`src/design/npps_pkg.sv`:
```
// Package for the nearest phase preset search: types, sizes and the sine table.
`timescale 1ns / 1ps

package npps_pkg;

    localparam int TABLE_DEPTH = 256;
    localparam int ADDR_BITS   = $clog2(TABLE_DEPTH);
    localparam int VECTOR_BITS = 16;
    localparam int FRAC_BITS   = VECTOR_BITS - 2;
    localparam int ROUND_SHIFT = 30 - FRAC_BITS;
    localparam int COUNT_BITS  = 9;
    localparam int DEG_BITS    = 9;
    localparam int DIST_BITS   = 32;
    localparam int QUARTER_LEN = 91;

    localparam logic [63:0]          PI_Q30   = 64'd3373259426;
    localparam logic [DIST_BITS-1:0] DIST_MAX = '1;

    // command codes on the input tuser
    localparam logic CMD_LOAD  = 1'b0;
    localparam logic CMD_QUERY = 1'b1;

    typedef enum logic [2:0] {
        S_IDLE,
        S_SCAN,
        S_DRAIN,
        S_DONE
    } t_state;

    // controller to datapath
    typedef struct packed {
        logic                 load_en;
        logic                 start_query;
        logic                 rd_en;
        logic [ADDR_BITS-1:0] rd_addr;
        logic                 out_load;
    } t_ctrl_cmd;

    // datapath to controller
    typedef struct packed {
        logic pipe_busy;
    } t_dp_status;

    typedef logic [QUARTER_LEN-1:0][VECTOR_BITS-1:0] t_qsine;

    // quarter-wave sine, 0..90 degrees, Taylor series in Q30 then rounded
    function automatic t_qsine f_build_qsine();
        t_qsine      tab;
        logic [63:0] x;
        logic [63:0] x2;
        logic [63:0] term;
        longint      sum;
        int          k;
        int          n;
        for (k = 0; k < QUARTER_LEN; k++) begin
            x    = (64'(k) * PI_Q30 + 64'd90) / 64'd180;
            x2   = (x * x) >> 30;
            term = x;
            sum  = longint'(x);
            for (n = 1; n <= 12; n++) begin
                term = ((term * x2) >> 30) / 64'((2 * n) * (2 * n + 1));
                if ((n % 2) == 1) begin
                    sum = sum - longint'(term);
                end else begin
                    sum = sum + longint'(term);
                end
            end
            if (sum < 0) begin
                sum = 0;
            end
            tab[k] = VECTOR_BITS'((64'(sum) + (64'd1 << (ROUND_SHIFT - 1))) >> ROUND_SHIFT);
        end
        return tab;
    endfunction

    localparam t_qsine QSINE = f_build_qsine();

    // full-wave sine by symmetry, d already reduced below 360
    function automatic logic signed [VECTOR_BITS-1:0] f_rom_sine(input logic [DEG_BITS-1:0] d);
        logic signed [VECTOR_BITS-1:0] v;
        if (d <= 9'd90) begin
            v = QSINE[7'(d)];
        end else if (d <= 9'd180) begin
            v = QSINE[7'(9'd180 - d)];
        end else if (d <= 9'd270) begin
            v = -QSINE[7'(d - 9'd180)];
        end else begin
            v = -QSINE[7'(9'd360 - d)];
        end
        return v;
    endfunction

endpackage

```
`src/design/npps_ctrl.sv`:
```
// Controller: count register, scan sequencer and output word valid.
`timescale 1ns / 1ps

module npps_ctrl
    import npps_pkg::*;
(
    input  logic                  i_clk,
    input  logic                  i_rst_n,
    input  logic                  i_cfg_wr_en,
    input  logic [COUNT_BITS-1:0] i_cfg_wr_data,
    input  logic                  i_in_valid,
    input  logic                  i_in_cmd,
    output logic                  o_in_ready,
    output logic                  o_out_valid,
    input  logic                  i_out_ready,
    input  t_dp_status            i_status,
    output t_ctrl_cmd             o_cmd
);

    t_state                r_state, n_state;
    logic [COUNT_BITS-1:0] r_preset_count;
    logic [COUNT_BITS-1:0] r_count, n_count;
    logic [COUNT_BITS-1:0] r_addr, n_addr;
    logic                  r_out_valid, n_out_valid;
    logic                  w_accept;
    logic [COUNT_BITS-1:0] w_clamped;

    assign w_clamped = (r_preset_count > COUNT_BITS'(TABLE_DEPTH)) ?
                       COUNT_BITS'(TABLE_DEPTH) : r_preset_count;

    // configuration register
    always_ff @(posedge i_clk) begin
        if (!i_rst_n) begin
            r_preset_count <= '0;
        end else if (i_cfg_wr_en) begin
            r_preset_count <= i_cfg_wr_data;
        end
    end

    // state register
    always_ff @(posedge i_clk) begin
        if (!i_rst_n) begin
            r_state     <= S_IDLE;
            r_count     <= '0;
            r_addr      <= '0;
            r_out_valid <= 1'b0;
        end else begin
            r_state     <= n_state;
            r_count     <= n_count;
            r_addr      <= n_addr;
            r_out_valid <= n_out_valid;
        end
    end

    // next state and commands
    always_comb begin
        n_state     = r_state;
        n_count     = r_count;
        n_addr      = r_addr;
        n_out_valid = r_out_valid;
        o_in_ready  = 1'b0;
        o_cmd       = '0;
        o_cmd.rd_addr = r_addr[ADDR_BITS-1:0];
        w_accept    = 1'b0;

        if (r_out_valid && i_out_ready) begin
            n_out_valid = 1'b0;
        end

        unique case (r_state)
            S_IDLE: begin
                o_in_ready = 1'b1;
                w_accept   = i_in_valid;
                if (i_in_valid) begin
                    if (i_in_cmd == CMD_LOAD) begin
                        o_cmd.load_en = 1'b1;
                    end else begin
                        o_cmd.start_query = 1'b1;
                        n_count = w_clamped;
                        n_addr  = '0;
                        n_state = (w_clamped == '0) ? S_DONE : S_SCAN;
                    end
                end
            end
            S_SCAN: begin
                o_cmd.rd_en = 1'b1;
                n_addr      = r_addr + 1'b1;
                if ((r_addr + 1'b1) == r_count) begin
                    n_state = S_DRAIN;
                end
            end
            S_DRAIN: begin
                if (!i_status.pipe_busy) begin
                    n_state = S_DONE;
                end
            end
            S_DONE: begin
                if (!r_out_valid || i_out_ready) begin
                    o_cmd.out_load = 1'b1;
                    n_out_valid    = 1'b1;
                    n_state        = S_IDLE;
                end
            end
            default: begin
                n_state = S_IDLE;
            end
        endcase
    end

    assign o_out_valid = r_out_valid;

    // checks on the sequencer
    a_rd_in_range: assert property (@(posedge i_clk) disable iff (!i_rst_n)
        o_cmd.rd_en |-> (r_addr < r_count))
        else $error("read issued past the scan count");

    a_rd_in_scan: assert property (@(posedge i_clk) disable iff (!i_rst_n)
        o_cmd.rd_en |-> (r_state == S_SCAN))
        else $error("read issued outside the scan");

    a_out_no_overwrite: assert property (@(posedge i_clk) disable iff (!i_rst_n)
        o_cmd.out_load |-> (!r_out_valid || i_out_ready))
        else $error("output word overwritten before taken");

    a_done_after_drain: assert property (@(posedge i_clk) disable iff (!i_rst_n)
        o_cmd.out_load |-> !i_status.pipe_busy)
        else $error("result loaded while pipeline still busy");

    a_accept_idle: assert property (@(posedge i_clk) disable iff (!i_rst_n)
        w_accept |-> (r_state == S_IDLE))
        else $error("input accepted outside idle");

endmodule

```
`config.mk`:
```
export PLATFORM = sky130hd
export DESIGN_NAME = npps_ctrl
export DESIGN_NICKNAME = d
export VERILOG_FILES = /design/src/design/npps_pkg.sv /design/src/design/npps_ctrl.sv
export SDC_FILE = /design/constraint.sdc
export NUM_CORES = 1
export LEC_CHECK = 0
export ABC_CLOCK_PERIOD_IN_PS = 4000
export BUFFER_PORTS_ARGS = -buffer_cell sky130_fd_sc_hd__buf_2
export CAP_MARGIN = 10
export CORE_ASPECT_RATIO = 1.5
export CORE_MARGIN = 2
export CORE_UTILIZATION = 60
export DETAILED_ROUTE_END_ITERATION = 6
export HOLD_SLACK_MARGIN = 0.05
export PLACE_DENSITY = 0.84
export SLEW_MARGIN = 10
export SYNTH_ARGS = -nofsm -noshare
export SYNTH_HDL_FRONTEND = slang
export SYNTH_SLANG_ARGS = --single-unit
```
`constraint.sdc`:
```
create_clock -name i_clk -period 4 [get_ports i_clk]
set_input_delay 0.4 -clock i_clk [delete_from_list [all_inputs] [get_ports i_clk]]
set_output_delay 0.4 -clock i_clk [all_outputs]
set_load 0.01 [all_outputs]
```
=== After elaboration in Yosys (flattened, before gate mapping) ===
Cells that the tools add are included.

* Bits in registers: 31
* Input port bits: 16
* Output and inout bits: 14
* Logic and storage cells: 47

* Add/sub/neg operators: 1
* $lt $le $gt $ge: 1
* Reductions and logical operators: 9
* Equality and inequality tests: 9
* Muxes and demuxes: 22

{| class="wikitable"
|+ Operator list
! kind !! count
|-
| 2-to-1 mux 9 bit || 3
|-
| one-hot mux 9 bit (2 select lines) || 1
|-
| 2-to-1 mux 3 bit || 5
|-
| one-hot mux 3 bit (4 select lines) || 1
|-
| != test 2 bit, second input constant || 5
|-
| adder 9 x 1 -> 9 bit, second input constant || 1
|-
| == test 9 bit || 1
|-
| > comparator 9 bit, second input constant || 1
|-
| logical NOT 9 bit || 1
|-
| 2-to-1 mux 1 bit || 9
|-
| == test 3 x 2 -> 1 bit, second input constant || 2
|-
| 2-to-1 mux 2 bit || 3
|-
| AND reduction 3 bit || 2
|-
| AND reduction 5 bit || 1
|-
| == test 3 x 1 -> 1 bit, second input constant || 1
|-
| logical NOT 3 bit || 1
|-
| nonzero test 2 bit || 1
|-
| logical AND 1 bit || 1
|-
| logical NOT 1 bit || 1
|-
| logical OR 1 bit || 1
|}

=== Longest topological paths before layout ===
* Depth in word-level cells: 7
* Depth in mapped cells: 9
* Gate-level depth less buffers: 7

=== Least setup slack after synthesis ===
OpenSTA, ideal clock, no wires.

* Path type: register to register
* Start: register r_state[0]
* End: register r_state[0]
* Arrival: 1.848 ns
* Cell stages (with the launch flop): 9
* Data required time: 3.928 ns
* Setup slack: 2.080 ns
* Library setup time: 0.072 ns
* Clock period less this slack: 1.920 ns
* Buffers on the path: 1
* Cell sequence: dfxtp_1 -> inv_1 -> ha_1 -> buf_2 -> a222oi_1 -> nand4_1 -> nor3_1 -> a32o_2 -> mux2i_1

* Word-level cells in the longest chain between the ends: 3
* Elaborated cells on any way between the ends: 11
* Classes of those cells: eq/ne (8); mux (1); reduce/logical (2)

{| class="wikitable"
|+ Ends and longest elaborated chain
! item !! line !! text
|-
| start: declaration || npps_ctrl.sv:20 || <nowiki>t_state r_state, n_state;</nowiki>
|-
| start signal: assignment || npps_ctrl.sv:48 || <nowiki>r_state <= n_state;</nowiki>
|-
| == test 3 x 2 -> 1 bit, or another cell as far along || npps_ctrl.sv:70 || <nowiki>unique case (r_state)</nowiki>
|-
| != test 2 bit (no source line) || - ||
|-
| AND reduction 5 bit (no source line) || - ||
|}

Parallel ways exist; a longest one is shown, timed or not.
A chain may end at the register's enable or synchronous reset.

=== Worst setup path in the final report ===
* Start: register r_state[0]
* End: register r_addr[1]

* Word-level cells in the longest chain between the ends: 3
* Elaborated cells on any way between the ends: 7
* Classes of those cells: eq/ne (3); mux (1); reduce/logical (3)

{| class="wikitable"
|+ Ends and longest elaborated chain
! item !! line !! text
|-
| == test 3 x 1 -> 1 bit or logical NOT 3 bit (tied branches) || npps_ctrl.sv:70 ||
|-
| nonzero test 2 bit (no source line) or != test 2 bit (tied branches) || - ||
|-
| AND reduction 3 bit (no source line) || - ||
|-
| end signal: assignment || npps_ctrl.sv:50 || <nowiki>r_addr <= n_addr;</nowiki>
|-
| end: declaration || npps_ctrl.sv:23 || <nowiki>logic [COUNT_BITS-1:0] r_addr, n_addr;</nowiki>
|}

Parallel ways exist; a longest one is shown, timed or not.

==> flow_metrics.py <==
metrics = {
    "status": {
        "status": "complete, no violations",
    },
    "clocking": {
        "cts_resized": 0,
        "cts_tree": "done",
        "cts.sinks": 30,
        "clkLatencyLatePin_ps": 280,
        "clkTransAtPathRegs_ps": 70,
        "cts_hold_buf": 0,
        "cts_setup_buffers": 0,
        "cts_buffers": 5,
        "clockBufferDepth": 2,
        "cts_root_buf": "clkbuf_8",
        "htree_num_levels": 2,
    },
    "critical_path": {
        "max_stage_delay_ps": 590,
        "path_delay_family": "simple AND/OR/NAND/NOR gates",
        "cp.depth": 7,
        "path_max_fanout": 18,
        "crit_required_ps": 4180,
        "reg2reg_to": "r_addr[1]",
        "critPathKind": "reg -> reg",
        "rr_startpoint": "r_state[0]",
        "cp-end-kind": "flip-flop",
        "crit_buf_inv": 1,
        "worst-r2r-cell-count": 7,
        "critical_path_arrival_ps": 2670,
        "startpoint_type": "flip-flop",
        "startpoint": "r_state[0]",
        "cp_slowest_cell": "o21ai_0",
        "rrSetupSlack_ps": 1510,
        "cp-endpoint": "r_addr[1]",
        "path_cells": "inv_1 > ha_1 > nand3_1 > o21ai_0 > nand3_1 > o21ai_0 > and2_1",
    },
    "timing": {
        "finalSetupViolations": 0,
        "tightest_slew_ps": 1160,
        "final.setup.tns_ps": 0,
        "rsz0062_at_grt": "false",
        "timing.slew.headroom": 0.217,
        "drv_slew": 0,
        "finalCritPeriodShare": 0.622,
        "fin_ws_ps": 1510,
        "max_freq_mhz": 402,
        "hold_viol": 0,
        "fin_worst_skew_ps": 9.04,
        "final.min_clock_period_ps": 2490,
    },
    "layout": {
        "final_area_um2": 1930,
        "syn2layout_area_growth_pct": 9.81,
        "utilization": 0.678,
        "fin_cells": 255,
        "drive_gt1_frac": 0.208,
        "n_antenna_cell": 0,
        "final_nets": 237,
        "final_cell_mix": "dfxtp_1 (30), buf_2 (29), nor2b_1 (23)",
        "final_common_cell": "dfxtp_1",
    },
    "floorplan": {
        "num_rows": 24,
        "fp.coreArea_um2": 2850,
        "die_area_um2": 3390,
        "initial_core_util": 0.617,
        "die_x_um": 48.2,
        "dieHeight_um": 70.3,
        "io_pins": 30,
    },
    "synthesis": {
        "syn_area_um2": 1760,
        "synth.avg_cell_area_um2": 8.85,
        "synth_xor_xnor_area_share": 0.0888,
        "muxShareOfSynthArea": 0.0739,
        "synthAdderAreaFrac": 0.0426,
        "yosys.area_share.simple": 0.252,
        "async_flop_share": 0,
        "synth.distinct_cells": 41,
        "syn_nets": 221,
        "syn_inst": 199,
        "yosysWarnings": 0,
        "synth-compound-area-share": 0.120,
        "synth_seq_cells": 30,
        "synth_top_family_by_area": "simple AND/OR/NAND/NOR gates",
        "ys.flop_type": "dfxtp_1",
        "synth_edf_count": 0,
        "yosysSeqAreaShare": 0.341,
    },
    "global_routing": {
        "grt_max_degree": 33,
        "grt_pass1_wl_mm": 6.18,
        "overflow": 0,
        "grt_pass1_vias": 1473,
        "antenna_found_initial": 0,
        "grtUsageTotal": 0.250,
    },
    "pwr": {
        "p_seq_frac": 0.409,
        "p_clk_frac": 0.293,
        "power.density_nw_per_um2": 438,
        "ir_drop_mv": 0.289,
        "swShare": 0.333,
        "comb_power_share": 0.298,
        "p_int_uw": 565,
        "power_switching_uw": 282,
        "p_leak_uw": 0.000861,
    },
    "placement": {
        "post_dp_cell_area_um2": 1840,
        "routabilityCongestion": 0.923,
        "dp_cells": 247,
        "io_buffers": 29,
        "dp_slack_ps": 1590,
        "dp_hpwl_mm": 2.61,
    },
    "drt": {
        "vias_per_cell": 5.67,
        "wl_per_cell_um": 14.1,
        "ant_nets": 0,
        "num_vias": 1445,
        "wirelength_mm": 3.60,
        "drc": 0,
        "dr.pass1.iters": 4,
        "drt_iter0_drc": 38,
    },
    "min_path": {
        "hold_depth": 3,
        "hold_class": "in -> reg",
    },
    "run": {
        "maxCapViolations": 0,
    },
}
## power groups by stage
stage	registers (uW)	clock network (uW)	logic, uW
6_report	346	248	252
5_1_grt	349	271	283
4_1_cts	346	257	254
3_5_place_dp	353	0	251
3_3_place_gp	350	0	239
2_1_floorplan	346	0	199
## cell usage after synthesis (all sizes together), types with 6 or more instances
master / instances / area share
nor3b: 8 / 0.034
nor2b: 24 / 0.090
clkbuf: 6 / 0.013
dfxtp: 30 / 0.34
xor2: 8 / 0.044
mux2i: 13 / 0.074
buf: 14 / 0.051
nand3: 7 / 0.020
o21ai: 7 / 0.020
xnor2: 6 / 0.045
nor3: 8 / 0.023
inv: 8 / 0.017
ha: 6 / 0.043
a21oi: 11 / 0.031
nand2: 12 / 0.028
nor2: 6 / 0.013
## flip-flops by register name, indices dropped and copies added, names as in the netlist
signal,flops
r_count,9
r_addr,9
r_state,2
o_out_valid,1
r_preset_count,9
## worst min-delay path by stage
stage / startpoint / slack (ps) / end
2_1_floorplan: r_preset_count[2] / 480 / r_preset_count[2]
3_5_place_dp: r_count[2] / 520 / r_count[2]
4_1_cts: i_cfg_wr_data[6] / 370 / r_preset_count[6]
3_3_place_gp: r_state[1] / 500 / r_state[1]
5_1_grt: i_cfg_wr_data[3] / 390 / r_preset_count[3]
6_report: i_cfg_wr_data[6] / 380 / r_preset_count[6]
## metrics by stage
stage	power, uW	hold slack, ps
4_1_cts	857	372
3_3_place_gp	589	496
6_report	847	384
2_1_floorplan	544	483
3_5_place_dp	604	524
5_1_grt	903	385
## area by class of cell
type                    instances  area [um2]
repair buffers                 29         145
multi-input cells             141        1020
inverters                       8        30.0
well taps                      39        48.8
clock buffers                   7        86.3
clock inverters                 1        5.00
flip-flops and latches         30         601
fillers                       253         920
## logic make-up after synthesis
family	count (synthesis)
AND/OR/NAND/NOR	76
AO/OA/AOI/OAI	32
flip-flops	30
buffers and inverters	28
XOR/XNOR	14
multiplexers	13
adder cells (fa/ha/maj)	6
## worst register-to-register path: cells and delay by family (launching register included)
kind | cells | cell delay [ps]
AND/OR/NAND/NOR | 3 | 910
adder cells (fa/ha/maj) | 1 | 290
AO/OA/AOI/OAI | 2 | 700
flip-flops | 1 | 410
buffers and inverters | 1 | 90
## metal layers
| metal | track usage | routed length [um] | vias up |
|---|---|---|---|
| li1 | - | - | 704 |
| met1 | 0.264 | 1410 | 699 |
| met2 | 0.408 | 1940 | 30 |
| met3 | 0.0724 | 120 | 12 |
| met4 | 0.144 | 118 | 0 |
| met5 | 0 | 0 | - |
(Power assumes the default switching activity.)
